--- config.mk ---
export PLATFORM = sky130hd
export DESIGN_NAME = trp_div
export DESIGN_NICKNAME = d
export VERILOG_FILES = /design/src/design/trp_pkg.sv /design/src/design/trp_div.sv
export SDC_FILE = /design/constraint.sdc
export NUM_CORES = 2
export LEC_CHECK = 0
export BUFFER_PORTS_ARGS = -buffer_cell sky130_fd_sc_hd__buf_4
export CAP_MARGIN = 20
export CORE_MARGIN = 4
export CORE_UTILIZATION = 40
export DETAILED_ROUTE_END_ITERATION = 12
export SYNTH_ARGS = -nofsm -noshare
export SYNTH_HDL_FRONTEND = slang
export SYNTH_SLANG_ARGS = --single-unit
--- constraint.sdc ---
create_clock -name clk -period 7.5 [get_ports clk]
set_input_delay 1.5 -clock clk [delete_from_list [all_inputs] [get_ports clk]]
set_output_delay 1.5 -clock clk [all_outputs]
set_load 0.01 [all_outputs]
--- src/design/trp_pkg.sv ---
`timescale 1ns / 1ps

package trp_pkg;

    // Register indexes on the configuration port.
    localparam logic [2:0] CFG_PERIOD    = 3'd0;
    localparam logic [2:0] CFG_HEIGHT    = 3'd1;
    localparam logic [2:0] CFG_TOP_WIDTH = 3'd2;
    localparam logic [2:0] CFG_RAMP      = 3'd3;
    localparam logic [2:0] CFG_OFFSET    = 3'd4;

    // Magnitude of the offset difference, and stages of the modulo pipeline.
    localparam int unsigned MOD_BITS = 33;
    // Quotient bits, and stages of the ramp divider pipeline.
    localparam int unsigned DIV_BITS = 32;
    // Width of the doubled-unit region bounds, signed.
    localparam int unsigned BND_BITS = 36;

    typedef enum logic [1:0] {
        REG_TOP,
        REG_RAMP,
        REG_ZERO
    } region_t;

    typedef struct packed {
        logic [30:0]                 period;
        logic signed [31:0]          height;
        logic [31:0]                 h_mag;
        logic                        h_neg;
        logic [31:0]                 two_e;
        logic                        e_zero;
        logic signed [BND_BITS-1:0]  b_top;
        logic signed [BND_BITS-1:0]  b_rise;
        logic signed [BND_BITS-1:0]  b_gap;
        logic signed [BND_BITS-1:0]  b_fall;
    } cfg_t;

endpackage

--- src/design/trp_div.sv ---
`timescale 1ns / 1ps

module trp_div (
    input  logic                                clk,
    input  logic                                rst_n,
    input  logic                                en,
    input  logic                                prod_v,
    input  logic [63:0]                         prod,
    input  trp_pkg::region_t                    region_in,
    input  trp_pkg::cfg_t                       cfg,
    output logic                                q_v,
    output logic [trp_pkg::DIV_BITS-1:0]        quotient,
    output trp_pkg::region_t                    region_out
);

    localparam int unsigned NQ = trp_pkg::DIV_BITS;

    logic [NQ-1:0]    rem_reg [NQ];
    logic [NQ-1:0]    lo_reg  [NQ];
    trp_pkg::region_t rg_reg  [NQ];
    logic             v_reg   [NQ];

    // The product never reaches divisor * 2^32 in a ramp, so its upper half
    // seeds the remainder and 32 steps give the whole quotient.
    for (genvar k = 0; k < NQ; k++)
    begin : g_stage
        logic [NQ-1:0]    rem_prev;
        logic [NQ-1:0]    lo_prev;
        trp_pkg::region_t rg_prev;
        logic             v_prev;
        logic [NQ:0]      trial;
        logic             fits;
        logic [NQ-1:0]    rem_next;
        logic [NQ-1:0]    lo_next;

        if (k == 0)
        begin : g_first
            assign rem_prev = prod[2*NQ-1:NQ];
            assign lo_prev  = prod[NQ-1:0];
            assign rg_prev  = region_in;
            assign v_prev   = prod_v;
        end
        else
        begin : g_next
            assign rem_prev = rem_reg[k-1];
            assign lo_prev  = lo_reg[k-1];
            assign rg_prev  = rg_reg[k-1];
            assign v_prev   = v_reg[k-1];
        end

        assign trial    = {rem_prev, lo_prev[NQ-1]};
        assign fits     = (trial >= {1'b0, cfg.two_e});
        assign rem_next = fits ? NQ'(trial - {1'b0, cfg.two_e}) : trial[NQ-1:0];
        assign lo_next  = {lo_prev[NQ-2:0], fits};

        always_ff @(posedge clk or negedge rst_n)
        begin
            if (!rst_n)
            begin
                v_reg[k] <= 1'b0;
            end
            else if (en)
            begin
                v_reg[k] <= v_prev;
            end
        end

        always_ff @(posedge clk)
        begin
            if (en)
            begin
                rem_reg[k] <= rem_next;
                lo_reg[k]  <= lo_next;
                rg_reg[k]  <= rg_prev;
            end
        end
    end

    assign q_v        = v_reg[NQ-1];
    assign quotient   = lo_reg[NQ-1];
    assign region_out = rg_reg[NQ-1];

endmodule

=== Word-level counts from Yosys, hierarchy flattened ===
Memory sizes are Yosys's and may differ from the RTL's.
Index checks and enable logic that the tools add are counted.

* Multiplexer cells: 34
* $lt $le $gt $ge: 32
* Add/subtract/negate cells: 32

{| class="wikitable"
|+ Operators with widths
! cell !! count
|-
| >= comparator 33 x 32 -> 1 bit || 32
|-
| two-way mux 32 bit || 32
|-
| subtractor 32 bit || 32
|-
| two-way mux 1 bit || 2
|}

* Word-level logic and storage cells: 133
* Register bits after elaboration: 32
* Bits in writable memories: 2112
* Memories: 3
* Output and inout port bits: 35
* Input bits: 343

{| class="wikitable"
|+ Memories
! name !! depth !! bits a word !! rd ports !! clocked after memory_dff !! write ports !! RTL line !! RTL
|-
| lo_reg || 32 || 32 || 32 || 0 || 32 || trp_div.sv:19 || <nowiki>logic [NQ-1:0] lo_reg [NQ];</nowiki>
|-
| rem_reg || 32 || 32 || 31 || 0 || 32 || trp_div.sv:18 || <nowiki>logic [NQ-1:0] rem_reg [NQ];</nowiki>
|-
| rg_reg || 32 || 2 || 32 || 0 || 32 || trp_div.sv:20 || <nowiki>trp_pkg::region_t rg_reg [NQ];</nowiki>
|}

=== Logic depth before layout (Yosys ltp) ===
* Word-level depth: 2
* Depth in mapped cells: 16
* Gate-level depth less buffers: 14

=== Worst setup path after synthesis ===
No wires, ideal clock.

* Path kind: input -> register
* Start point: input port cfg[155] (netlist name)
* End point: memory rem_reg[0][10] (netlist name), data pin
* Required time: 7.240 ns
* Data arrival time: 5.412 ns
* Setup time: 0.260 ns
* Path buffers: 1
* Path slack: 1.828 ns
* Cell stages on the path: 14
* Path through: inv_1 ha_1 and3_1 and4b_1 a211o_1 a211o_1 nand2_2 a31oi_1 a221o_1 a221oi_2 a211oi_2 a2111oi_4 buf_6 mux2_4

{| class="wikitable"
|+ RTL lines
! element !! RTL line !! RTL
|-
| from (decl) || trp_div.sv:10 || <nowiki>input trp_pkg::cfg_t cfg,</nowiki>
|-
| to (decl) || trp_div.sv:18 ||
|}

==> metrics <==
outcome=complete, no violations; Post-synth EDFFs=2080; Max Cap Violations=0; Worst Setup End Kind=flop; GRT met1 Usage=27.4%; HP Class=reg2reg; CP Max Fanout=24; worst vdd ir=0.226 mV; max reg flops=1024; sequential-to-total area share from yosys stat=51.2%; final hold slack=0.378 ns; GR Util met2=35.6%; Final setup viols=0; crit path kind=in2reg; Final Cycle Share=78.4%; post-synthesis cell type count=86; number of global-route vias before repair=85068; worst clock skew=0.0660 ns; commonest non-fill, non-tap cell in the layout=edfxtp_1; Synth Instances=10940; CP Launch Type=input pin; DR vias=87250; setup ws final=1.62 ns; initial antenna violation count=13; DRC viols=0; Fin. Hold Viols=0; worst slew pin tran=1.09 ns; synthesized area per cell=11.3 um^2; fin crit period=5.88 ns; Setup Fix Bufs, Post-CTS=0; # IOs=378; CTS H-tree lvls=4; RePlAce Congestion=0.903; pre-CTS WS=0.864 ns; Clock Sinks=2112; cell leakage power=54.0 nW; syn nets=12338; CTS Buf Count=240; die area=318000 um^2; most frequent cells in the layout=edfxtp_1 (2080), a21oi_1 (1083), ha_1 (1024); share of layout cells above drive strength 1=10.6%; clock transition at the registers of the reported paths=0.06 ns; clk_lat worst skew=0.92 ns; number of vias per cell=5.61; Root Buffer=clkbuf_16; drt wl/cell=22.1 um; CTS tree=yes; unrepaired setup endpoints after global routing=false; global-route wire length before repair=516 mm; YS warnings=0; die width=564 um; Post-Route WL=343 mm; Highest Clock Rate=170 MHz; number of DRC markers in iteration 0=6402; GRT overflow=0; dpl cell area=131000 um^2; Initial Util=40.3%; met3 Usage GRT=2.27%; most used routing layer=met2; FFs w/ async S/R, synth=1.52%; largest net degree at the start of global routing=174; Rel. slew slack=27.6%; Seq cells post-synth=2112; Tot GR Track Use=20.9%; post-route ant nets=0; Finished Cell Area=139000 um^2; I/O Buffers=136; pwr dens=465 nW/um^2; TNS Setup=0 ns; total core area=307000 um^2; Synth-to-Final Area Change=12.5%; Cell Rows=203; Post-Syn Area=124000 um^2; Clock Path Buffers=4; Synth Flop Type=edfxtp_1; Req. time, crit path=8.10 ns; post-CTS sizing=0; NumNets Final=12631; Final Util=45.3%; Post-DP HPWL=251 mm; WP data arrival=6.48 ns; hold buffer count at CTS=0; drt first pass iters=6; Pins Over Slew Limit=0; Die Y=564 um
cells in the mapped netlist (15+ instances only):
library cell  count  share of area [%]
and2_1           29               0.15
nor4_1           40               0.20
ha_1           1024                 10
o41ai_1          20               0.14
clkbuf_1        245               0.74
or2_2            38               0.19
a41oi_1          19               0.13
a41o_1           16               0.13
edfxtp_1       2080                 51
nor2b_1         152               0.77
dfrtp_1          32               0.65
o2111ai_1        23               0.16
or3_1            39               0.20
a211oi_1         56               0.34
buf_2            17              0.069
o21a_1          144               0.87
o21ai_0         859                3.5
a221oi_1         23               0.16
nor3_1          126               0.51
and3_1           65               0.33
o22ai_1          15              0.076
nor2_1          644                2.0
a31o_2           25               0.18
xor2_1          368                2.6
a21o_1          493                3.0
xnor2_1         475                3.4
nand2_1         904                2.7
a21boi_0         29               0.18
a221o_1          21               0.17
a211o_1          24               0.17
a21oi_1        1085                4.4
a31oi_1         117               0.59
inv_1           304               0.92
mux2_4           26               0.32
o31a_1           48               0.34
nand3_1         196               0.79
o31ai_1          50               0.30
mux2_2          338                3.1
fa_1             31               0.50
o21bai_1        120               0.73
mux2i_1          28               0.23
nand2b_1        147               0.74
and4_1           17               0.12
nand4_1         156               0.79
o211ai_1         39               0.24
metrics by stage:
step | total power [mW] | cells
after detailed placement | 52.3 | 15091
final | 64.7 | 15542
after global routing | 69.4 | 15541
after floorplan | 43.4 | 10940
after global placement | 51.9 | 15090
after CTS | 65.0 | 15539
layout make-up:
cell class	count	area, um^2
Multi-Input combinational cell	8245	58400
Tap cell	4100	5130
Timing Repair Buffer	330	2820
Clock buffer	277	6210
Clock inverter	171	2090
Antenna cell	3	7.51
Sequential cell	2112	63300
Fill cell	28224	168000
Inverter	304	1140
path summary, 6_finish.rpt:
check	start	to	slack, ns	cells past startpoint
max	cfg[148]	rem_reg[0][102]	1.62	15
min	lo_reg[22][5]	lo_reg[23][6]	0.38	0
max reg2reg	rem_reg[1][96]	rem_reg[1][143]	2.85	11
min reg2reg	lo_reg[22][5]	lo_reg[23][6]	0.38	0
max in group asynchronous	rst_n	g_stage[16].v_prev	6.67	1
min in group asynchronous	rst_n	g_stage[1].v_prev	0.54	1
logic make-up after synthesis:
| group | count (synthesis) | synth area share [%] |
|---|---|---|
| XOR/XNOR | 843 | 5.97 |
| adder cells (fa/ha/maj) | 1055 | 10.9 |
| AND/OR/NAND/NOR | 2604 | 9.83 |
| AO/OA/AOI/OAI | 3351 | 16.7 |
| flip-flops | 2112 | 51.2 |
| buffers and inverters | 583 | 1.81 |
| multiplexers | 392 | 3.62 |
routing by layer:
metal | routed length (um) | part of all wire (%)
met5 | 0 | 0
met4 | 14900 | 4.4
met3 | 14700 | 4.3
met2 | 164000 | 48
met1 | 150000 | 44
power by group:
group	leakage [nW]	switching (mW)	internal (mW)
logic	29.3	18.1	13.5
registers	20.7	2.43	18.4
clock network	3.96	4.99	7.27
total	54.0	25.5	39.2
critical path, stage by stage:
cell,delay (ns)
buf_4,0.11
inv_2,0.70
buf_4,0.44
ha_1,0.35
a21o_1,0.19
nand2_1,0.08
a31o_2,0.19
a31oi_1,0.13
o31a_1,0.32
a311oi_1,0.71
o21a_1,0.34
o21ai_1,0.18
a31oi_4,0.66
buf_4,0.37
o21ai_0,0.15
Power figures use the tool's default switching activity.
