--- src/design/trp_pkg.sv ---
`timescale 1ns / 1ps

package trp_pkg;

    // Register indexes on the configuration port.
    localparam logic [2:0] CFG_PERIOD    = 3'd0;
    localparam logic [2:0] CFG_HEIGHT    = 3'd1;
    localparam logic [2:0] CFG_TOP_WIDTH = 3'd2;
    localparam logic [2:0] CFG_RAMP      = 3'd3;
    localparam logic [2:0] CFG_OFFSET    = 3'd4;

    // Magnitude of the offset difference, and stages of the modulo pipeline.
    localparam int unsigned MOD_BITS = 33;
    // Quotient bits, and stages of the ramp divider pipeline.
    localparam int unsigned DIV_BITS = 32;
    // Width of the doubled-unit region bounds, signed.
    localparam int unsigned BND_BITS = 36;

    typedef enum logic [1:0] {
        REG_TOP,
        REG_RAMP,
        REG_ZERO
    } region_t;

    typedef struct packed {
        logic [30:0]                 period;
        logic signed [31:0]          height;
        logic [31:0]                 h_mag;
        logic                        h_neg;
        logic [31:0]                 two_e;
        logic                        e_zero;
        logic signed [BND_BITS-1:0]  b_top;
        logic signed [BND_BITS-1:0]  b_rise;
        logic signed [BND_BITS-1:0]  b_gap;
        logic signed [BND_BITS-1:0]  b_fall;
    } cfg_t;

endpackage

--- src/design/trp_region.sv ---
`timescale 1ns / 1ps

module trp_region (
    input  logic                                clk,
    input  logic                                rst_n,
    input  logic                                en,
    input  logic                                m_v,
    input  logic [trp_pkg::MOD_BITS-1:0]        m,
    input  trp_pkg::cfg_t                       cfg,
    output logic                                prod_v,
    output logic [63:0]                         prod,
    output trp_pkg::region_t                    region
);

    localparam int unsigned BW = trp_pkg::BND_BITS;

    logic signed [BW-1:0] m2_next;
    logic [3:0]           le_next;
    logic signed [BW-1:0] m2_reg;
    logic [3:0]           le_reg;
    logic                 cmp_v_reg;

    logic signed [BW-1:0] rise_diff;
    logic signed [BW-1:0] fall_diff;
    logic [31:0]          dist_next;
    trp_pkg::region_t     dist_rg_next;
    logic [31:0]          dist_reg;
    trp_pkg::region_t     dist_rg_reg;
    logic                 dist_v_reg;

    logic [63:0]          prod_reg;
    trp_pkg::region_t     prod_rg_reg;
    logic                 prod_v_reg;

    always_comb
    begin
        m2_next    = $signed({2'b00, m, 1'b0});
        le_next[0] = (m2_next <= cfg.b_top);
        le_next[1] = (m2_next <= cfg.b_rise);
        le_next[2] = (m2_next <= cfg.b_gap);
        le_next[3] = (m2_next <= cfg.b_fall);
    end

    // The first bound that holds picks the region, which also settles an
    // overlapping (invalid) configuration.
    always_comb
    begin
        rise_diff    = cfg.b_rise - m2_reg;
        fall_diff    = m2_reg - cfg.b_gap;
        dist_next    = 32'd0;
        dist_rg_next = trp_pkg::REG_TOP;
        priority if (le_reg[0])
        begin
            dist_rg_next = trp_pkg::REG_TOP;
        end
        else if (le_reg[1])
        begin
            dist_rg_next = trp_pkg::REG_RAMP;
            dist_next    = rise_diff[31:0];
        end
        else if (le_reg[2])
        begin
            dist_rg_next = trp_pkg::REG_ZERO;
        end
        else if (le_reg[3])
        begin
            dist_rg_next = trp_pkg::REG_RAMP;
            dist_next    = fall_diff[31:0];
        end
        else
        begin
            dist_rg_next = trp_pkg::REG_TOP;
        end
        // With no ramp length both ramps are empty and read as zero.
        if (cfg.e_zero && dist_rg_next == trp_pkg::REG_RAMP)
        begin
            dist_rg_next = trp_pkg::REG_ZERO;
        end
    end

    always_ff @(posedge clk or negedge rst_n)
    begin
        if (!rst_n)
        begin
            cmp_v_reg  <= 1'b0;
            dist_v_reg <= 1'b0;
            prod_v_reg <= 1'b0;
        end
        else if (en)
        begin
            cmp_v_reg  <= m_v;
            dist_v_reg <= cmp_v_reg;
            prod_v_reg <= dist_v_reg;
        end
    end

    always_ff @(posedge clk)
    begin
        if (en)
        begin
            m2_reg      <= m2_next;
            le_reg      <= le_next;
            dist_reg    <= dist_next;
            dist_rg_reg <= dist_rg_next;
            prod_reg    <= cfg.h_mag * dist_reg;
            prod_rg_reg <= dist_rg_reg;
        end
    end

    assign prod_v = prod_v_reg;
    assign prod   = prod_reg;
    assign region = prod_rg_reg;

`ifndef SYNTHESIS
    a_top_wins: assert property (@(posedge clk) disable iff (!rst_n)
        (en && cmp_v_reg && le_reg[0]) |=> (dist_rg_reg == trp_pkg::REG_TOP))
        else $error("position inside the flat top was not classed as top");

    a_rise_class: assert property (@(posedge clk) disable iff (!rst_n)
        (en && cmp_v_reg && !le_reg[0] && le_reg[1])
        |=> (dist_rg_reg == trp_pkg::REG_RAMP || dist_rg_reg == trp_pkg::REG_ZERO))
        else $error("position on the rising ramp was classed as top");
`endif

endmodule

--- config.mk ---
export PLATFORM = sky130hd
export DESIGN_NAME = trp_region
export DESIGN_NICKNAME = d
export VERILOG_FILES = /design/src/design/trp_pkg.sv /design/src/design/trp_region.sv
export SDC_FILE = /design/constraint.sdc
export NUM_CORES = 2
export LEC_CHECK = 0
export BUFFER_PORTS_ARGS = -buffer_cell sky130_fd_sc_hd__buf_2
export CORE_UTILIZATION = 40
export DETAILED_ROUTE_END_ITERATION = 8
export PLACE_DENSITY = 0.68
export SYNTH_ARGS = -nofsm -noshare
export SYNTH_HDL_FRONTEND = slang
export SYNTH_SLANG_ARGS = --single-unit
--- constraint.sdc ---
create_clock -name clk -period 9.8 [get_ports clk]
set_input_delay 1.47 -clock clk [delete_from_list [all_inputs] [get_ports clk]]
set_output_delay 1.47 -clock clk [all_outputs]
set_load 0.1 [all_outputs]
Yosys cells after proc, flatten, opt, wreduce, memory -nomap -nowiden
Cells that the tools add are included.
- register bits: 138
- input bits: 310
- output and inout bits: 67
- word-level logic and storage cells: 25
- $add $sub $neg: 2
- multiply operators: 1
- $lt $le $gt $ge: 4
- equal/unequal tests: 1
- mux-type cells: 7
- reductions and logical operators: 1
- operator list (kind ; number):
    less-or-equal comparator 35 x 36 -> 1 bit ; 4
    two-way mux 32 bit ; 3
    multiplier 32 x 32 -> 64 bit ; 1
    subtractor 32 bit ; 2
    two-way mux 2 bit ; 3
    equality test 2 x 1 -> 1 bit (second input constant) ; 1
    logical AND 1 bit ; 1
    two-way mux 1 bit ; 1

Logic depth before layout (Yosys ltp)
- depth in word-level cells: 6
- mapped depth: 28
- depth with buffers taken out: 26

Worst setup path after synthesis
No wires, ideal clock.
- path type: input-to-reg
- from: in cfg[195] in the netlist's numbering
- to: reg prod_reg[63] (netlist: prod[63]) (data pin)
- setup time: 0.260 ns
- arrival: 8.045 ns
- required time: 9.540 ns
- path slack: 1.495 ns
- stages on the path: 26
- path buffers: 2
- cell sequence: clkbuf_1 > and2_1 > fa_1 > fa_1 > inv_1 > fa_1 > fa_1 > inv_1 > fa_1 > fa_1 > fa_1 > inv_1 > fa_1 > inv_1 > ha_1 > clkbuf_8 > nand2_1 > nor4_4 > nand4_1 > o2bb2ai_1 > nor4b_2 > o41ai_2 > a31o_1 > a311o_1 > a31oi_1 > xnor2_1
- longest elaborated chain between the ends: 1
- ends and longest elaborated chain (element ; line ; RTL):
    start, declared ; trp_region.sv:9 ; input trp_pkg::cfg_t cfg,
    multiplier 32 x 32 -> 64 bit ; trp_region.sv:105 ; prod_reg <= cfg.h_mag * dist_reg;
    end signal, assigned ; trp_region.sv:105 ;
    end, declared ; trp_region.sv:31 ; logic [63:0] prod_reg;
No other way between the ends.
A chain may end at the register's enable or synchronous reset.

Worst setup path after layout
- from: in cfg[188] in the netlist's numbering
- to: reg prod_reg[62] (netlist: prod[62]) (data pin)
Same word-level chain as after synthesis.

==> flow_metrics.env <==
export IMPL_cts_hold_buf=0
export IMPL_cts_root_buf="clkbuf_16"
export IMPL_syn_inst=4782
export IMPL_yosysWarnings=0
export IMPL_async_reset_ff_frac=0.0217
export IMPL_grt_max_degree=78
export IMPL_max_slew_worst_pin_slew_ps=1180
export IMPL_seq_area_frac_synth=0.0933
export IMPL_post_cts_buffers=0
export IMPL_r2r_end="prod[62]"
export IMPL_fp_dieH_um=335
export IMPL_wl_per_cell_um=18.4
export IMPL_skew_ps=16.0
export IMPL_wirelength_um=118000
export IMPL_final_util=0.437
export IMPL_cts_buffers=17
export IMPL_rsz0062_at_grt="false"
export IMPL_synth_edf_count=135
export IMPL_slew_headroom=0.214
export IMPL_worst_setup_path_end_kind="register"
export IMPL_crit_path_start_kind="input port"
export IMPL_antenna_left=0
export IMPL_dp_hpwl_um=98600
export IMPL_r2r_slack_ps=990
export IMPL_worstSetupEndpoint="prod[62]"
export IMPL_cp_max_fo=26
export IMPL_drive_above_1_share=0.0825
export IMPL_final_common_cell="inv_1"
export IMPL_ys_flop_type="edfxtp_1"
export IMPL_grt_pass1_vias=35308
export IMPL_place_congestion=0.935
export IMPL_clk_pin_slew_ps=70
export IMPL_syn_area_um2=44300
export IMPL_post_cts_resized=0
export IMPL_final_cell_mix="1,053 x inv_1, 898 x fa_1, 614 x and2_1"
export IMPL_coreArea_um2=109000
export IMPL_timing_final_crit_period_ps=9130
export IMPL_portBuffers=280
export IMPL_synth_cell_types=81
export IMPL_die_area_um2=112000
export IMPL_die_w_um=335
export IMPL_cts_max_level=4
export IMPL_num_io_pins=377
export IMPL_drt_iter0_markers=1954
export IMPL_worst_ep_arrival_time_ps=9380
export IMPL_clk_latency_ps=510
export IMPL_drv_cap=0
export IMPL_tns_ps=0
export IMPL_via_count=32899
export IMPL_min_delay_start="dist_rg_reg[0]"
export IMPL_critPathKind="input port to register"
export IMPL_synth_seq_cells=138
export IMPL_finalNetCount=6593
export IMPL_setup_worst_path_start="cfg[188]"
export IMPL_setup_viol=0
export IMPL_critPathRequiredTime_ps=10060
export IMPL_antenna_found_initial=8
export IMPL_avgSynthCellArea_um2=9.26
export IMPL_drcViolationCount=0
export IMPL_largest_reg_flops=64
export IMPL_vias_per_cell=5.12
export IMPL_finalHoldViolCount=0
export IMPL_drt_first_pass_iters=6
export IMPL_synth_nets=6445
export IMPL_num_rows=121
export IMPL_period_share=0.931
export IMPL_cts_tree="done"
export IMPL_reg2regPathDepth=27
export IMPL_status="completed"
export IMPL_drv_slew=0
export IMPL_start_util=0.405
export IMPL_timing_rr_start="dist_reg[9]"
export IMPL_min_path_type="register to register"
export IMPL_grt_first_pass_wirelength_um=190000
export IMPL_cts_sinks=138
export IMPL_clk_path_buf_depth=2
export IMPL_overflow=0
export IMPL_syn2layout_area_growth_pct=7.91
export IMPL_grt_util_all_layers=0.219
export IMPL_timing_fmax_ghz=0.110
-- metal layers --
layer	routed length [µm]	vias to the layer above	global-route usage
met5	17	-	0
met3	6990	201	0.0320
li1	-	14924	-
met1	46600	16672	0.268
met2	60300	1098	0.388
met4	4340	4	0.0824
-- worst max-delay path: stages --
cell and delay, ps:
buf_2 350, buf_4 290, and2_1 160, fa_1 450, fa_1 490, fa_1 560, inv_1 50, fa_1 480
inv_1 60, fa_1 500, inv_1 60, fa_1 540, inv_1 50, fa_1 470, fa_1 400, ha_1 410
nand2_1 190, nor2_1 90, and2_1 190, a221oi_1 370, a2111oi_0 200, buf_4 200, o211ai_1 440, nand3_1 270
a41oi_1 380, a21oi_1 140, xor2_1 150
-- logic make-up (layout without fill, tap and decap cells) --
kind of cell	count (synthesis)	in the layout	share of synthesized area
muxes	5	5	0.00122
adders and majority gates	1353	1353	0.535
other	0	6	0
and+or+nand+nor	1371	1371	0.160
buffers and inverters	1278	1439	0.110
DFF	138	138	0.0933
xor gates and xnor gates	111	111	0.0220
AOI/OAI and AO/OA	526	526	0.0786
-- synth_stat cells (22+ instances only) --
cell type | number | area [µm²]
xor2_1 | 37 | 324
fa_1 | 898 | 18000
nor2_1 | 95 | 357
nand4_1 | 42 | 263
ha_1 | 455 | 5690
xnor2_1 | 74 | 648
and2_1 | 614 | 3840
nand3_1 | 30 | 150
nand2_1 | 494 | 1850
o21ai_0 | 73 | 365
o21a_1 | 22 | 165
a21oi_1 | 152 | 761
a21o_1 | 118 | 886
inv_1 | 1053 | 3950
clkbuf_1 | 213 | 800
nand2b_1 | 22 | 138
edfxtp_1 | 135 | 4050
-- area by class of cell --
type,count,area (µm²)
repair buffers,354,1960
multi-input cells,3366,35300
clock inverters,15,154
fillers,10706,61500
diodes,6,15.0
inverters,1053,3950
clock buffers,17,425
well taps,1476,1850
flip-flops and latches,138,4130
-- worst min-delay path by stage --
stage | to | slack (ps) | cells after the start
final | region[0] | 440 | 0
after global routing | region[0] | 470 | 0
after CTS | region[0] | 440 | 0
after detailed placement | region[1] | 410 | 0
after global placement | region[0] | 410 | 0
after floorplan | region[0] | 400 | 0
-- stage by stage --
step                hold slack, ps  cell area, µm²  setup slack (ps)  cells
finish                         436           47800               672   6425
global route                   467           47800               502   6422
CTS                            442           47700               813   6419
detailed placement             413           47200               323   6387
global placement               411           47200               360   6387
floorplan                      400           44300              1490   4782
Power is left out: the tool's default activity adds up to more than one toggle a clock period on the data nets, which glitch-free logic cannot reach.
