File: config.mk
export PLATFORM = sky130hd
export DESIGN_NAME = trp_mod
export DESIGN_NICKNAME = d
export VERILOG_FILES = /design/src/design/trp_pkg.sv /design/src/design/trp_mod.sv
export SDC_FILE = /design/constraint.sdc
export NUM_CORES = 2
export LEC_CHECK = 0
export BUFFER_PORTS_ARGS = -buffer_cell sky130_fd_sc_hd__clkbuf_2
export CORE_UTILIZATION = 55
export CTS_BUF_LIST = sky130_fd_sc_hd__clkbuf_8
export DETAILED_ROUTE_END_ITERATION = 12
export PLACE_DENSITY = 0.76
export SLEW_MARGIN = 30
export SYNTH_ARGS = -nofsm -noshare
export SYNTH_HDL_FRONTEND = slang
export SYNTH_SLANG_ARGS = --single-unit
File: constraint.sdc
create_clock -name clk -period 3.7 [get_ports clk]
set_input_delay 0.74 -clock clk [delete_from_list [all_inputs] [get_ports clk]]
set_output_delay 0.74 -clock clk [all_outputs]
set_load 0.005 [all_outputs]
File: src/design/trp_pkg.sv
`timescale 1ns / 1ps

package trp_pkg;

    // Register indexes on the configuration port.
    localparam logic [2:0] CFG_PERIOD    = 3'd0;
    localparam logic [2:0] CFG_HEIGHT    = 3'd1;
    localparam logic [2:0] CFG_TOP_WIDTH = 3'd2;
    localparam logic [2:0] CFG_RAMP      = 3'd3;
    localparam logic [2:0] CFG_OFFSET    = 3'd4;

    // Magnitude of the offset difference, and stages of the modulo pipeline.
    localparam int unsigned MOD_BITS = 33;
    // Quotient bits, and stages of the ramp divider pipeline.
    localparam int unsigned DIV_BITS = 32;
    // Width of the doubled-unit region bounds, signed.
    localparam int unsigned BND_BITS = 36;

    typedef enum logic [1:0] {
        REG_TOP,
        REG_RAMP,
        REG_ZERO
    } region_t;

    typedef struct packed {
        logic [30:0]                 period;
        logic signed [31:0]          height;
        logic [31:0]                 h_mag;
        logic                        h_neg;
        logic [31:0]                 two_e;
        logic                        e_zero;
        logic signed [BND_BITS-1:0]  b_top;
        logic signed [BND_BITS-1:0]  b_rise;
        logic signed [BND_BITS-1:0]  b_gap;
        logic signed [BND_BITS-1:0]  b_fall;
    } cfg_t;

endpackage

File: src/design/trp_mod.sv
`timescale 1ns / 1ps

module trp_mod (
    input  logic                                clk,
    input  logic                                rst_n,
    input  logic                                en,
    input  logic                                in_v,
    input  logic signed [31:0]                  position,
    input  logic signed [31:0]                  offset,
    input  trp_pkg::cfg_t                       cfg,
    output logic                                m_v,
    output logic [trp_pkg::MOD_BITS-1:0]        m
);

    localparam int unsigned NB = trp_pkg::MOD_BITS;

    logic signed [NB-1:0] diff;
    logic [NB-1:0]        abs_next;
    logic [NB-1:0]        abs_reg;
    logic                 abs_v_reg;

    logic [30:0]          rem_reg  [NB];
    logic [NB-1:0]        dabs_reg [NB];
    logic                 v_reg    [NB];

    // The difference is formed exactly at 33 bits, then folded to a magnitude.
    always_comb
    begin
        diff     = $signed({position[31], position}) - $signed({offset[31], offset});
        abs_next = diff[NB-1] ? NB'(-diff) : NB'(diff);
    end

    always_ff @(posedge clk or negedge rst_n)
    begin
        if (!rst_n)
        begin
            abs_v_reg <= 1'b0;
        end
        else if (en)
        begin
            abs_v_reg <= in_v;
        end
    end

    always_ff @(posedge clk)
    begin
        if (en)
        begin
            abs_reg <= abs_next;
        end
    end

    // Restoring remainder, one dividend bit per stage, most significant first.
    for (genvar k = 0; k < NB; k++)
    begin : g_stage
        logic [30:0]   rem_prev;
        logic [NB-1:0] dabs_prev;
        logic          v_prev;
        logic [31:0]   trial;
        logic          fits;
        logic [30:0]   rem_next;

        if (k == 0)
        begin : g_first
            assign rem_prev  = '0;
            assign dabs_prev = abs_reg;
            assign v_prev    = abs_v_reg;
        end
        else
        begin : g_next
            assign rem_prev  = rem_reg[k-1];
            assign dabs_prev = dabs_reg[k-1];
            assign v_prev    = v_reg[k-1];
        end

        assign trial    = {rem_prev, dabs_prev[NB-1-k]};
        assign fits     = (trial >= {1'b0, cfg.period});
        assign rem_next = fits ? 31'(trial - {1'b0, cfg.period}) : trial[30:0];

        always_ff @(posedge clk or negedge rst_n)
        begin
            if (!rst_n)
            begin
                v_reg[k] <= 1'b0;
            end
            else if (en)
            begin
                v_reg[k] <= v_prev;
            end
        end

        always_ff @(posedge clk)
        begin
            if (en)
            begin
                rem_reg[k]  <= rem_next;
                dabs_reg[k] <= dabs_prev;
            end
        end
    end

    // A zero period skips the reduction and passes the magnitude through.
    assign m_v = v_reg[NB-1];
    assign m   = (cfg.period == 31'd0) ? dabs_reg[NB-1] : {2'b00, rem_reg[NB-1]};

endmodule

# Word-level counts from Yosys, hierarchy flattened
# Memory sizes are Yosys's and may differ from the RTL's.
# Index checks and enable logic that the tools add are counted.
# word_totals
memories	2
elab_cells	144
ramBits	2112
in_bits	341
reg_bits	67
output_inout_bits	34
# classes
n_addsub	35
magnitude_cmp	33
mux	37
n_reduce_logical	1
# mem_list
name	words	width	rd	rd_ports_with_merged_regs	write_ports	line	rtl
dabs_reg	33	33	33	0	33	trp_mod.sv:23	logic [NB-1:0] dabs_reg [NB];
rem_reg	33	31	33	0	33	trp_mod.sv:22	logic [30:0] rem_reg [NB];
# op_table
cell	count
32-bit by 31-bit >= comparator with 1-bit output	32
31-bit 2-to-1 mux	33
31-bit subtractor	32
33-bit 2-to-1 mux	1
33-bit negator	1
32-bit by 32-bit subtractor with 33-bit output	1
32-bit 2-to-1 mux	1
1-bit by 31-bit >= comparator with 1-bit output	1
31-bit logical NOT	1
1-bit by 31-bit subtractor with 31-bit output	1
1-bit 2-to-1 mux	2

# Longest topological paths before layout
# depth
ltp_word	3
mapped_depth	16
ltp_nobuf	14

# Worst setup path before layout
# No wires, ideal clock.
# synth_timing
path_kind	input to register
start	input port cfg[244] (netlist bit)
end	memory rem_reg[30][2], in the netlist rem_reg[1][436], data pin
n_path_buf	1
slack_ns	-1.103
t_required_ns	3.440
arrival_time_ns	4.543
cell_stages	14
setup_time_ns	0.260
cell_sequence	inv_1 -> ha_1 -> nor2b_1 -> o21a_1 -> o21a_1 -> o31a_4 -> a2111oi_4 -> o31ai_2 -> a211oi_4 -> a21o_1 -> a21oi_1 -> a2111oi_4 -> buf_6 -> mux2_4
# synth_lines
item	line	rtl
start: declaration	trp_mod.sv:10	input trp_pkg::cfg_t cfg,
end: declaration	trp_mod.sv:22	

==> Flow_metrics.wiki <==
{| class="wikitable"
! Metric !! Value
|-
| Via-per-instance ratio || 5.85
|-
| Distinct cell type count after synthesis || 91
|-
| Setup TNS || -20190 ps
|-
| Number of endpoints failing setup at the final stage || 176
|-
| Leakage power || 70.1 nW
|-
| Commonest non-fill, non-tap cells in the layout || sky130_fd_sc_hd__buf_4 (2728), sky130_fd_sc_hd__edfxtp_1 (2145), sky130_fd_sc_hd__ha_1 (998), sky130_fd_sc_hd__a21oi_1 (885), sky130_fd_sc_hd__nand2_1 (795)
|-
| Number of top-level pins || 375
|-
| Core box area || 228000 sq um
|-
| Number of pins with negative max-slew slack in the final report || 0
|-
| Clock tree from TritonCTS || done
|-
| Footprint of the flip-flops and latches || 65300 sq um
|-
| Number of cells on the worst hold path || 1
|-
| Classification of the worst-slack hold path || in2reg
|-
| Reg2Reg Launch Point || dabs_reg[29][2]
|-
| Path type of the worst setup path || reg2reg
|-
| Result of the run || finished with violations
|-
| Cell depth of the worst flop-to-flop path || 16
|-
| Hold violation total from the final report || 0
|-
| Port-buffer cells || 132
|-
| Wire length of the first global-routing pass || 565000 um
|-
| Relative slew margins || 0.449
|-
| Final wirelength || 374000 um
|-
| Flop2flop setup slack || -250 ps
|-
| # placed instances || 16700
|-
| 1st-iter DRT viols || 8414
|-
| Dpl hpwl || 278000 um
|-
| Total area of multi-input combinational cells || 61600 sq um
|-
| DRC Markers || 0
|-
| Leftover overflow at the end of global routing || 0
|-
| Data arrival, critical path || 4770 ps
|-
| Violations in the final reports || setup timing
|-
| Initial core utilization || 0.555
|-
| Upper clock frequency limit || 253 MHz
|-
| Floorplan die area || 232000 sq um
|-
| Category of the worst setup path capture point || register
|-
| Crit path max fanout || 7
|-
| Tightest Pin Transition || 826 ps
|-
| Required time of the critical path || 4520 ps
|-
| DRT Pass-1 Iters || 8
|-
| Share of flip-flops with an asynchronous set or reset || 0.0156
|-
| Worst skew pair latency || 1100 ps
|-
| Clock Tree Buf Depth || 4
|-
| Flops & latches, synth || 2179
|-
| IR drop worst, VDD || 516 uV
|-
| Number of flops mapped to enable cells by yosys || 2145
|-
| Terminating pin of the worst hold path || dabs_reg[6][18]
|-
| Setup ws final || -252 ps
|-
| Non-filler instance count after layout || 17500
|-
| Post-synthesis instance area || 127000 sq um
|-
| GR Util All Layers || 0.314
|-
| Most common library cell in the layout ignoring fill and taps || sky130_fd_sc_hd__buf_4
|-
| Maximum number of pins on one net before global-route repair || 164
|-
| Clock buffers created by TritonCTS || 370
|-
| Initial antenna violation count || 13
|-
| Synthesized area per cell || 11.6 sq um
|-
| Clock transition time at the flip-flop clock pins of the worst setup and hold paths || 60 ps
|-
| Clock root buffer master || sky130_fd_sc_hd__clkbuf_8
|-
| Final #Nets || 15600
|-
| Via count of the first global-routing pass || 103000
|-
| Overall die width || 482 um
|-
| Post-synthesis sequential area ratio || 0.516
|-
| Number of fill cells || 15300
|-
| Number of synthesis warnings || 0
|-
| Unrepaired setup endpoints after global routing || yes
|-
| Clock period minus worst slack || 3950 ps
|-
| Post-place setup slack || -1130 ps
|-
| H-tree levels || 5
|-
| Site Rows || 175
|-
| Synth Instances || 10900
|-
| End of the worst register-to-register path || rem_reg[1][462]
|-
| Number of clock sinks || 2179
|-
| WL/cell || 21.4 um
|-
| Most used DFF post-synth || sky130_fd_sc_hd__edfxtp_1
|-
| Startpoint kind of the worst setup timing path || register
|-
| Total via count after detailed routing || 102000
|-
| Final weighted congestion in routability-driven placement || 0.992
|-
| Worst Min Path Start || en
|-
| Post-route fraction of the period consumed by the critical path || 1.07
|-
| Number of violations of the max-capacitance limit || 0
|-
| Relative area change from synthesis to final layout || 30.3%
|-
| Number of nets with antenna violations after routing || 0
|-
| Vertical extent of the die || 482 um
|-
| Power density normalized to cell area || 902 nW/um^2
|-
| Final Skew || 132 ps
|-
| Number of nets produced by synthesis || 12300
|-
| Ratio of cells with drive above 1 in the final layout || 0.311
|-
| Max reg flops || 1089
|}
## power breakdown
group	total [mW]	switching (mW)	leakage, nW	internal, mW
combinational	84.9	40.4	44.8	44.6
sequential	43.0	5.16	21.5	37.8
clock	20.8	9.69	3.86	11.1
total	149	55.2	70.1	93.4
## Yosys cell counts (all sizes together), types with 17 or more instances
master   instances  area, sq um
o31ai           76          586
a21boi          38          285
a211o           40          350
o21bai         131          983
clkbuf         145          544
nand2          797         2990
a211oi          83          636
a21oi          939         4700
o41ai           17          179
o211ai          56          420
a2111oi         30          328
nand3          179          896
fa              33          661
nand4          137          857
buf             70          357
o31a            32          289
or3             72          450
nor2           674         2530
and2            46          288
mux2i           36          360
and4            26          228
mux2           508         5820
nor4            41          269
a31oi          109          682
a21o           414         3110
nor3b           18          135
o21ai          808         4040
o22ai           23          144
edfxtp        2145        64400
nand2b         143          895
ha            1027        12800
o21a           133          998
nor3           153          766
nor2b          141          882
inv            382         1430
or2             29          181
xnor2          541         4740
and3            84          526
a41oi           18          158
dfrtp           34          851
a31o            22          193
a221o           21          210
xor2           314         2750
## layout make-up
class                      count  share of cell area
antenna                       10            0.000152
clock buffer                 375              0.0313
clock inverter               255              0.0104
inverter                     383             0.00890
multi-input combinational   8168               0.374
sequential                  2179               0.396
tap                         3009              0.0228
timing repair buffer        3093               0.157
## kinds of logic after synthesis
kind of cell / Yosys count / share of synthesized area
adder cells (fa/ha/maj): 1060 / 0.107
flip-flops: 2179 / 0.516
XOR/XNOR: 855 / 0.0592
AND/OR/NAND/NOR: 2586 / 0.0970
multiplexers: 544 / 0.0488
AO/OA/AOI/OAI: 3123 / 0.154
buffers and inverters: 598 / 0.0185
## critical path, stage by stage (launching register included)
cell and delay [ps]:
sky130_fd_sc_hd__edfxtp_1 430, sky130_fd_sc_hd__inv_2 130, sky130_fd_sc_hd__ha_4 150, sky130_fd_sc_hd__fa_2 220, sky130_fd_sc_hd__nor2b_1 50, sky130_fd_sc_hd__o21a_1 180, sky130_fd_sc_hd__o21a_1 220, sky130_fd_sc_hd__o31a_4 360
sky130_fd_sc_hd__a2111oi_4 440, sky130_fd_sc_hd__o31ai_4 160, sky130_fd_sc_hd__a211oi_4 260, sky130_fd_sc_hd__a21o_1 160, sky130_fd_sc_hd__a21oi_2 70, sky130_fd_sc_hd__a2111oi_4 220, sky130_fd_sc_hd__buf_4 220, sky130_fd_sc_hd__buf_6 170
sky130_fd_sc_hd__mux2_4 310
## through the flow
step / hold slack, ps / area, sq um / util / total power [mW]
floorplan: 400 / 127000 / - / 87.0
global placement: 400 / 153000 / 0.672 / 117
detailed placement: 405 / 153000 / 0.672 / 119
CTS: 90.8 / 163000 / 0.715 / 145
finish: 178 / 165000 / 0.723 / 149
global route: 91.6 / 165000 / 0.723 / 157
## routing by layer
metal  wire length [um]  global-route usage  share of wire
met5                 80                   0        0.00021
met3              26300              0.0535          0.070
met1             149000               0.392           0.40
met2             174000               0.512           0.47
met4              24500               0.187          0.066
## how the worst max path moves through the flow
stage                               start              end  slack, ps  cells past startpoint
after floorplan                  cfg[244]  rem_reg[1][146]       -840                     14
after global placement           cfg[244]  rem_reg[1][250]      -1090                     16
after detailed placement         cfg[243]  rem_reg[1][370]      -1130                     16
after CTS                 dabs_reg[29][2]  rem_reg[1][436]       -310                     17
after global routing      dabs_reg[29][2]  rem_reg[1][462]       -390                     16
final                     dabs_reg[29][2]  rem_reg[1][462]       -250                     16
## what timing repair did
item | in CTS | in global routing
cloned | 24 | 13
pin swaps | 103 | 152
gates resized for setup | 411 | 356
endpoints found under the hold margin | 35 | 0
endpoints found under the setup margin | 772 | 919
hold buffers | 2 | 0
setup buffers | 89 | 61
Note: power is estimated with default switching activity, not from simulation.
