$ cat config.mk
export PLATFORM = sky130hd
export DESIGN_NAME = trp_cfg
export DESIGN_NICKNAME = d
export VERILOG_FILES = /design/src/design/trp_pkg.sv /design/src/design/trp_cfg.sv
export SDC_FILE = /design/constraint.sdc
export NUM_CORES = 1
export LEC_CHECK = 0
export BUFFER_PORTS_ARGS = -buffer_cell sky130_fd_sc_hd__buf_2
export CORE_AREA = 2 2 156 158
export CTS_BUF_LIST = sky130_fd_sc_hd__clkbuf_8
export CTS_CLUSTER_DIAMETER = 50
export DETAILED_ROUTE_END_ITERATION = 8
export DIE_AREA = 0 0 158 160
export MAX_ROUTING_LAYER = met4
export PLACE_DENSITY = 0.95
export SLEW_MARGIN = 15
export SYNTH_ARGS = -nofsm -noshare
export SYNTH_HDL_FRONTEND = slang
export SYNTH_SLANG_ARGS = --single-unit
export TNS_END_PERCENT = 50
$ cat constraint.sdc
create_clock -name clk -period 9.03 [get_ports clk]
set_input_delay 0.903 -clock clk [delete_from_list [all_inputs] [get_ports clk]]
set_output_delay 0.903 -clock clk [all_outputs]
set_load 0.005 [all_outputs]
$ cat src/design/trp_pkg.sv
`timescale 1ns / 1ps

package trp_pkg;

    // Register indexes on the configuration port.
    localparam logic [2:0] CFG_PERIOD    = 3'd0;
    localparam logic [2:0] CFG_HEIGHT    = 3'd1;
    localparam logic [2:0] CFG_TOP_WIDTH = 3'd2;
    localparam logic [2:0] CFG_RAMP      = 3'd3;
    localparam logic [2:0] CFG_OFFSET    = 3'd4;

    // Magnitude of the offset difference, and stages of the modulo pipeline.
    localparam int unsigned MOD_BITS = 33;
    // Quotient bits, and stages of the ramp divider pipeline.
    localparam int unsigned DIV_BITS = 32;
    // Width of the doubled-unit region bounds, signed.
    localparam int unsigned BND_BITS = 36;

    typedef enum logic [1:0] {
        REG_TOP,
        REG_RAMP,
        REG_ZERO
    } region_t;

    typedef struct packed {
        logic [30:0]                 period;
        logic signed [31:0]          height;
        logic [31:0]                 h_mag;
        logic                        h_neg;
        logic [31:0]                 two_e;
        logic                        e_zero;
        logic signed [BND_BITS-1:0]  b_top;
        logic signed [BND_BITS-1:0]  b_rise;
        logic signed [BND_BITS-1:0]  b_gap;
        logic signed [BND_BITS-1:0]  b_fall;
    } cfg_t;

endpackage

$ cat src/design/trp_cfg.sv
`timescale 1ns / 1ps

module trp_cfg (
    input  logic                clk,
    input  logic                rst_n,
    input  logic                wr_en,
    input  logic [2:0]          wr_index,
    input  logic [31:0]         wr_data,
    output trp_pkg::cfg_t       cfg
);

    logic [30:0]        period_reg;
    logic signed [31:0] height_reg;
    logic [30:0]        top_width_reg;
    logic [30:0]        ramp_reg;

    logic signed [trp_pkg::BND_BITS-1:0] b_top_reg;
    logic signed [trp_pkg::BND_BITS-1:0] b_rise_reg;
    logic signed [trp_pkg::BND_BITS-1:0] b_gap_reg;
    logic signed [trp_pkg::BND_BITS-1:0] b_fall_reg;
    logic signed [trp_pkg::BND_BITS-1:0] b_top_next;
    logic signed [trp_pkg::BND_BITS-1:0] b_rise_next;
    logic signed [trp_pkg::BND_BITS-1:0] b_gap_next;
    logic signed [trp_pkg::BND_BITS-1:0] b_fall_next;
    logic signed [trp_pkg::BND_BITS-1:0] two_p_wide;
    logic signed [trp_pkg::BND_BITS-1:0] two_e_wide;
    logic [31:0]        h_mag_reg;
    logic [31:0]        h_mag_next;
    logic               h_neg_reg;
    logic [31:0]        two_e_reg;
    logic               e_zero_reg;

    // The center offset is held at the top level, next to its only user.
    always_ff @(posedge clk or negedge rst_n)
    begin
        if (!rst_n)
        begin
            period_reg    <= 31'd65536;
            height_reg    <= 32'sd65536;
            top_width_reg <= 31'd32768;
            ramp_reg      <= 31'd0;
        end
        else if (wr_en)
        begin
            case (wr_index)
                trp_pkg::CFG_PERIOD:    period_reg    <= wr_data[30:0];
                trp_pkg::CFG_HEIGHT:    height_reg    <= wr_data;
                trp_pkg::CFG_TOP_WIDTH: top_width_reg <= wr_data[30:0];
                trp_pkg::CFG_RAMP:      ramp_reg      <= wr_data[30:0];
                default:
                begin
                end
            endcase
        end
    end

    // All region bounds are kept in doubled units so an odd top width is exact.
    always_comb
    begin
        two_p_wide  = $signed({4'b0000, period_reg, 1'b0});
        two_e_wide  = $signed({4'b0000, ramp_reg, 1'b0});
        b_top_next  = $signed({5'b00000, top_width_reg});
        b_rise_next = b_top_next + two_e_wide;
        b_fall_next = two_p_wide - b_top_next;
        b_gap_next  = b_fall_next - two_e_wide;
        h_mag_next  = height_reg[31] ? 32'(-height_reg) : height_reg;
    end

    // The derived values follow the registers in the next cycle; an item does
    // not reach the stages that use them until long after that.
    always_ff @(posedge clk)
    begin
        b_top_reg  <= b_top_next;
        b_rise_reg <= b_rise_next;
        b_gap_reg  <= b_gap_next;
        b_fall_reg <= b_fall_next;
        h_mag_reg  <= h_mag_next;
        h_neg_reg  <= height_reg[31];
        two_e_reg  <= {ramp_reg, 1'b0};
        e_zero_reg <= (ramp_reg == 31'd0);
    end

    always_comb
    begin
        cfg.period = period_reg;
        cfg.height = height_reg;
        cfg.h_mag  = h_mag_reg;
        cfg.h_neg  = h_neg_reg;
        cfg.two_e  = two_e_reg;
        cfg.e_zero = e_zero_reg;
        cfg.b_top  = b_top_reg;
        cfg.b_rise = b_rise_reg;
        cfg.b_gap  = b_gap_reg;
        cfg.b_fall = b_fall_reg;
    end

endmodule

# Yosys cells after proc, flatten, opt, wreduce, memory -nomap -nowiden
# Cells that the tools add are included.
# W data, S select, Z words.
[op_classes] div=0 n_eq_ne=3 mux=1 mul=0 n_reduce_logical=6 n_addsub=4 n_shift=0 order_cmp=0 bitwise_logic=0
[op_table] op="$sub A33 B33 Y34" n=1
[op_table] op="$add A31 B32 Y33" n=1
[op_table] op="$sub A32 B31 Y33" n=1
[op_table] op="$neg A32 Y32" n=1
[op_table] op="$logic_not A31 Y1" n=1
[op_table] op="$mux W31" n=1
[op_table] op="$reduce_and A2 Y1" n=4
[op_table] op="$eq A3 B2 Y1 const B" n=2
[op_table] op="$eq A3 B1 Y1 const B" n=1
[op_table] op="$logic_not A3 Y1" n=1
[word_totals] mem_count=0 out_inout_bits=273 ff_bits=321 latchBits=0 mem_bits_rw=0 in_bits=38 elab_cells=27 mem_bits_ro=0

# Logic depth before layout (Yosys ltp)
# Gate-level depths: netlist of run 1.
[logic_depth] ltp_word=2 mapped_depth=21

# Worst setup path after synthesis of run 1
# No wires, ideal clock.
[synth_timing] kind="register to register" startpoint="register period_reg[0]" endpoint="register b_gap_reg[30] in the netlist's numbering" setup_slack_ps=4734 path_stages_with_launch=21 t_required_ps=8958 setup_ps=72 synth_period_minus_slack_ps=4296 arrival_ps=4224 path_buffers=0 cell_sequence="dfrtp_1 > inv_1 > fa_1 > nand2b_1 > a211oi_1 > o21ai_0 > a21oi_1 > o21ai_0 > o21ai_0 > a21o_1 > a21oi_1 > xnor2_1 > ha_1 > or3_1 > a21oi_1 > o31a_1 > nand2_1 > o31ai_1 > o211ai_1 > a21oi_1 > xnor2_1"
[synth_between] elab_chain_len=2
[synth_rtl] item="start, declared" line="trp_cfg.sv:12" rtl="logic [30:0] period_reg;"
[synth_rtl] item="start signal, assigned" line="trp_cfg.sv:46" rtl="trp_pkg::CFG_PERIOD: period_reg <= wr_data[30:0];"
[synth_rtl] item="$sub A32 B31 Y33" line="trp_cfg.sv:64" rtl="b_fall_next = two_p_wide - b_top_next;"
[synth_rtl] item="net b_fall_next (one bit)" line="trp_cfg.sv:24" rtl="logic signed [trp_pkg::BND_BITS-1:0] b_fall_next;"
[synth_rtl] item="$sub A33 B33 Y34" line="trp_cfg.sv:65" rtl="b_gap_next = b_fall_next - two_e_wide;"
[synth_rtl] item="net b_gap_next (one bit)" line="trp_cfg.sv:23" rtl="logic signed [trp_pkg::BND_BITS-1:0] b_gap_next;"
[synth_rtl] item="end signal, assigned" line="trp_cfg.sv:75" rtl="b_gap_reg <= b_gap_next;"
[synth_rtl] item="end, declared" line="trp_cfg.sv:19" rtl="logic signed [trp_pkg::BND_BITS-1:0] b_gap_reg;"
# The timed path passes the listed nets, and every way through them passes these cells.
# A chain may end at the register's enable or synchronous reset.

# Final worst setup path of run 1
[layout_timing] startpoint="register period_reg[0]" endpoint="register b_gap_reg[32] in the netlist's numbering"
# Same word-level chain as after synthesis.

==> flow_summary.ini, run 1 <==
[outcome]
outcome = completed

[route]
drc = 0
met3_wirelength_um = 3050
firstDrtPassIters = 5
met2RoutedLength_um = 18300
drt-initial-drc-count = 801
drt-met1-wl_um = 16700
routed_via_density = 5.67
ant_nets = 0
num_vias = 11300
highest_layer = met4
wl_um = 39600
wl_per_cell_um = 19.8

[cts]
h-tree-depth = 2
clk-insertion-delay-late_ps = 580
cts_buffers = 52
ctsResizeCount = 0
holdBufCountCts = 0
clkTransAtPathRegs_ps = 70
cts_tree = done
cts_setup_buffers = 0
cts_max_path_buffers = 3
clock-root-buffer = clkbuf_8
cts_sinks = 318

[placement]
gp_congestion = 1.04
pre_cts_ws_ps = 3850
hpwlAfterDp_um = 29800
place.port_buffers = 301

[power_and_ir_drop]
powerDensity_nw_per_um2 = 396
power.combinational.fraction_pct = 45.5
p_leak_uw = 0.00802
intPower_uw = 4090
p_clk_share_pct = 20.9
ir_drop_uv = 264
seqPwrFrac_pct = 33.6
finalPower_uw = 6690
sw_frac_of_total_pct = 38.8
p_sw_uw = 2600

[critical_path]
cp_max_fo = 4
r2r_end = b_gap_reg[32]
critPathKind = reg2reg
cp.arrival_ps = 5880
crit_required_ps = 9540
startpoint = period_reg[0]
r2r_cells = 20
worstReg2RegStart = period_reg[0]
r2r_slack_ps = 3660
start_kind = flip-flop
end_kind = flip-flop

[timing]
worst_slack_ps = 3660
clock.fmax_ghz = 0.186
rsz0062_at_grt = false
finalSetupTns_ps = 0
period_minus_slack_ps = 5370
worst_slew_pin_slew_ps = 1190
slew_headroom_pct = 20.5
final.setup_skew_ps = 28.4
maxSlewViolCount = 0
finalCritPeriodShare_pct = 59.5
whs_ps = 393
setup_viol = 0
hold_violations = 0

[global_routing]
grt_max_degree = 71
grt_pass1_wl_um = 60300
antenna_found_initial = 5
grt_pass1_vias = 11100
grt_usage_pct = 31.7
grt_overflow_total = 0

[synthesis]
synth_edf_count = 0
netlist_area_um2 = 13900
yosys-top-cells-area = dfxtp_1 (28%), dfrtp_1 (22%), ha_1 (8.3%), mux2_2 (7.5%), xnor2_1 (5.5%)
synth.top_cell.area_share_pct = 27.7
avgSynthCellArea_um2 = 10.7
synth-seq-area-share_pct = 50.2
ys_types = 69
syn_inst = 1307
yosys_most_used_dff = dfxtp_1
synth-seq-cells = 318
yosysTopAreaCell = dfxtp_1
ys_warn_count = 0
async_flop_share_pct = 39.3

[job]
maxCapViolations = 0

[finish]
drive_gt1_share_pct = 30.6
fin_nets = 1758
mostFrequentLayoutCells = buf_2 (300), dfxtp_1 (193), dfrtp_1 (122), inv_1 (100), mux2_2 (93)
area_growth_pct = 21.2
fillers = 1673
post-route-util_pct = 71.0
layout.cells.most_common = buf_2

[floorplanning]
fp-row-count = 57
die_area_um2 = 25300
start_util_pct = 58.5
core_um2 = 23800
die-height_um = 160
die_x_um = 158
io_pins = 311

[worst_hold_path]
hold_class = in2async
[cells by family (layout without fill, tap and decap cells)]
kind of cell	count (synthesis)	after routing	share of synthesized area, %
and+or+nand+nor	248	248	8.88
DFF	318	318	50.2
muxes	94	94	7.58
adders and majority gates	95	95	8.68
buffers and inverters	147	500	4.51
AOI/OAI and AO/OA	297	297	13.4
xor gates and xnor gates	107	107	6.72
other	1	14	0.0269
[how the worst max path moves through the flow]
stage,endpoint,slack (ps),depth (start not counted)
finish,b_gap_reg[32],3660,20
floorplan,b_gap_reg[30],4730,20
CTS,b_gap_reg[32],3810,20
global route,b_gap_reg[32],3400,20
global placement,b_gap_reg[28],3970,20
detailed placement,b_gap_reg[32],3850,20
[metal layers]
metal,track usage [%],vias up
met4,13.7,0
met5,-,-
met3,5.45,116
met2,47.9,585
li1,-,5195
met1,42.2,5426
[worst max-delay path: stages (launching register included)]
cell,delay [ps]
dfrtp_1,390
inv_1,90
fa_1,470
nand2b_1,190
a211oi_1,480
o21ai_0,270
a21oi_1,440
o21ai_0,180
o21ai_0,320
a21o_1,170
a21oi_1,70
xnor2_1,210
ha_1,320
o21a_1,200
nor2_1,220
o31a_1,180
nand2_1,80
o31ai_1,520
o21bai_1,160
a31oi_1,220
xnor2_1,130
[power groups by stage]
stage / registers [µW] / logic, µW / clock network [µW]
global route: 2280 / 3320 / 1480
floorplan: 2210 / 1950 / 0
detailed placement: 2260 / 2970 / 0
finish: 2250 / 3040 / 1400
CTS: 2240 / 3000 / 1410
global placement: 2240 / 2890 / 0
[synthesized netlist by cell type (20+ instances only)]
cell type and n:
ha_1 92, nor2_1 56, clkbuf_1 25, a21o_1 28, xnor2_1 87, inv_1 97, dfrtp_1 122, a21oi_1 80
o21ai_0 92, mux2_2 93, nand2_1 76, buf_4 20, xor2_1 20, dfxtp_1 193
[through the flow]
step / cell area, µm² / instances
5_1_grt: 16900 / 1997
4_1_cts: 16900 / 1992
3_3_place_gp: 15700 / 1895
6_report: 16900 / 1997
2_1_floorplan: 14000 / 1315
3_5_place_dp: 15700 / 1895
[cell type report]
cell class                 instances  area, µm²  share of cell area, %
timing repair buffer             306       1550                   9.15
inverter                          97        364                   2.15
clock inverter                    32        303                   1.79
sequential                       318       7000                   41.4
tap                              324        405                   2.40
multi-input combinational        850       6390                   37.8
antenna                            5       12.5                 0.0740
clock buffer                      65        895                   5.29
(Power assumes the default switching activity.)
==> run 2: changes to the inputs <==
--- a/config.mk
+++ b/config.mk
@@ -6,13 +6,13 @@
 export NUM_CORES = 1
 export LEC_CHECK = 0
 export BUFFER_PORTS_ARGS = -buffer_cell sky130_fd_sc_hd__buf_2
-export CORE_AREA = 2 2 156 158
+export CORE_AREA = 2 2 161 163
 export CTS_BUF_LIST = sky130_fd_sc_hd__clkbuf_8
 export CTS_CLUSTER_DIAMETER = 50
 export DETAILED_ROUTE_END_ITERATION = 8
-export DIE_AREA = 0 0 158 160
+export DIE_AREA = 0 0 163 165
 export MAX_ROUTING_LAYER = met4
-export PLACE_DENSITY = 0.95
+export PLACE_DENSITY = 0.92
 export SLEW_MARGIN = 15
 export SYNTH_ARGS = -nofsm -noshare
 export SYNTH_HDL_FRONTEND = slang
==> constraint.sdc (replaced) <==
create_clock -name clk -period 5.1 [get_ports clk]
set_input_delay 0.51 -clock clk [delete_from_list [all_inputs] [get_ports clk]]
set_output_delay 0.51 -clock clk [all_outputs]
set_load 0.005 [all_outputs]
==> run 2 against run 1 <==
Clock power up 59%; worst hold slack worse by 290 ps; clock skew down 4.0 ps; core utilization down 3.8 points; setup slack worse by 3400 ps; largest cell class unchanged.
==> flow_summary.ini, run 2 (synthesized netlist as in run 1, its figures left out) <==
[outcome]
outcome = completed

[timing]
setup_viol = 0
worst_slack_ps = 223
finalSetupTns_ps = 0
finalCritPeriodShare_pct = 95.6
period_minus_slack_ps = 4880
slew_headroom_pct = 22.0
maxSlewViolCount = 0
whs_ps = 104
clock.fmax_ghz = 0.205
final.setup_skew_ps = 24.5
worst_slew_pin_slew_ps = 1170
hold_violations = 0

[power_and_ir_drop]
power.combinational.fraction_pct = 46.9
p_sw_uw = 4610
p_leak_uw = 0.00803
intPower_uw = 7070
sw_frac_of_total_pct = 39.5
ir_drop_uv = 411
powerDensity_nw_per_um2 = 694
seqPwrFrac_pct = 34.1
p_clk_share_pct = 19.0

[route]
ant_nets = 0
wl_per_cell_um = 20.0
firstDrtPassIters = 5
routed_via_density = 5.67
drt-initial-drc-count = 824
num_vias = 11400
drc = 0
wl_um = 40100

[cts]
clk-insertion-delay-late_ps = 590
cts_tree = done
cts_sinks = 318
clock-root-buffer = clkbuf_8
h-tree-depth = 2
cts_max_path_buffers = 3
cts_setup_buffers = 0
cts_buffers = 51
holdBufCountCts = 0
clkTransAtPathRegs_ps = 70

[floorplanning]
fp-row-count = 58
die_area_um2 = 26900
die_x_um = 163
die-height_um = 165
core_um2 = 25000
start_util_pct = 55.7
io_pins = 311

[global_routing]
use_met2_pct = 46.5
grtUsageMet1_pct = 39.4
grt.met3_usage_pct = 4.67
grt_overflow_total = 0
grt_usage_pct = 30.0
grt_pass1_vias = 11000
busiest_layer = met2
antenna_found_initial = 4
grt_pass1_wl_um = 60300
grt_max_degree = 82

[finish]
layout.cells.most_common = buf_2
seqCellArea_um2 = 7000
final_area_um2 = 16800
area_growth_pct = 20.7
mostFrequentLayoutCells = buf_2 (300), dfxtp_1 (193), dfrtp_1 (122), inv_1 (119), mux2_2 (93)
fillers = 1879
drive_gt1_share_pct = 29.7
post-route-util_pct = 67.2
multi_input_area_um2 = 6400
fin_nets = 1762

[critical_path]
slowest_delay_ps = 470
crit_required_ps = 5600
crit_family = compound AO/OA/AOI/OAI gates
critPathKind = reg2reg
worstReg2RegStart = period_reg[0]
start_kind = flip-flop
end_kind = flip-flop
cpMaxStageDelayCell = fa_1
r2r_cells = 20
cp_max_fo = 4
r2r_end = b_gap_reg[29]
crit_chain = inv_1 > fa_1 > nand2b_1 > a211oi_2 > o21ai_0 > a21oi_1 > o21ai_0 > o21ai_0 > a21o_1 > a21oi_1 > xnor2_1 > ha_1 > o21a_1 > nor2_1 > o31a_1 > o211ai_1 > a311o_1 > a21o_1 > a21oi_1 > xnor2_1
critPathBufInv = 1
cp.arrival_ps = 5380
r2r_slack_ps = 220

[placement]
hpwlAfterDp_um = 30600
gp_congestion = 0.962
placed_area_um2 = 15700
place.port_buffers = 301
pre_cts_ws_ps = 120

[worst_hold_path]
hold_class = in2async

[job]
maxCapViolations = 0
[run 2: how the worst max path moves through the flow]
stage                        startpoint             to  slack (ps)  cells after the start
after floorplan           period_reg[0]  b_gap_reg[30]         800                     20
after global placement    period_reg[0]  b_gap_reg[28]         260                     20
after detailed placement  period_reg[0]  b_gap_reg[32]         120                     20
after CTS                 period_reg[0]  b_gap_reg[32]          90                     20
after global routing      period_reg[0]  b_gap_reg[28]          -7                     20
final                     period_reg[0]  b_gap_reg[29]         220                     20
[run 2: through the flow]
step           total power (µW)  instances
3_3_place_gp               9200       1906
3_5_place_dp               9360       1906
6_report                  11700       2006
4_1_cts                   11600       2001
5_1_grt                   12400       2005
2_1_floorplan              7370       1315
[run 2: timing repair]
item                       CTS  global route
setup endpoints to repair    0             5
resized for setup            0             2
hold endpoints to repair     0             0
[run 2: final cells by class]
class | instances | share of cell area, %
antenna | 5 | 0.0744
clock buffer | 58 | 4.74
clock inverter | 37 | 1.56
inverter | 97 | 2.16
multi-input combinational | 850 | 38.0
sequential | 318 | 41.6
tap | 330 | 2.45
timing repair buffer | 311 | 9.41
[run 2: power by group through the flow]
| stage | Combinational [µW] | Sequential [µW] | Clock [µW] |
|---|---|---|---|
| floorplan | 3460 | 3910 | 0 |
| global placement | 5230 | 3980 | 0 |
| detailed placement | 5360 | 4000 | 0 |
| CTS | 5400 | 3970 | 2250 |
| global route | 5980 | 4050 | 2350 |
| finish | 5480 | 3980 | 2220 |
[run 2: per-layer routing]
layer | part of all wire (%) | up-vias
li1 | - | 5213
met1 | 42 | 5458
met2 | 46 | 579
met3 | 8.0 | 117
met4 | 3.8 | 0
met5 | 0 | -
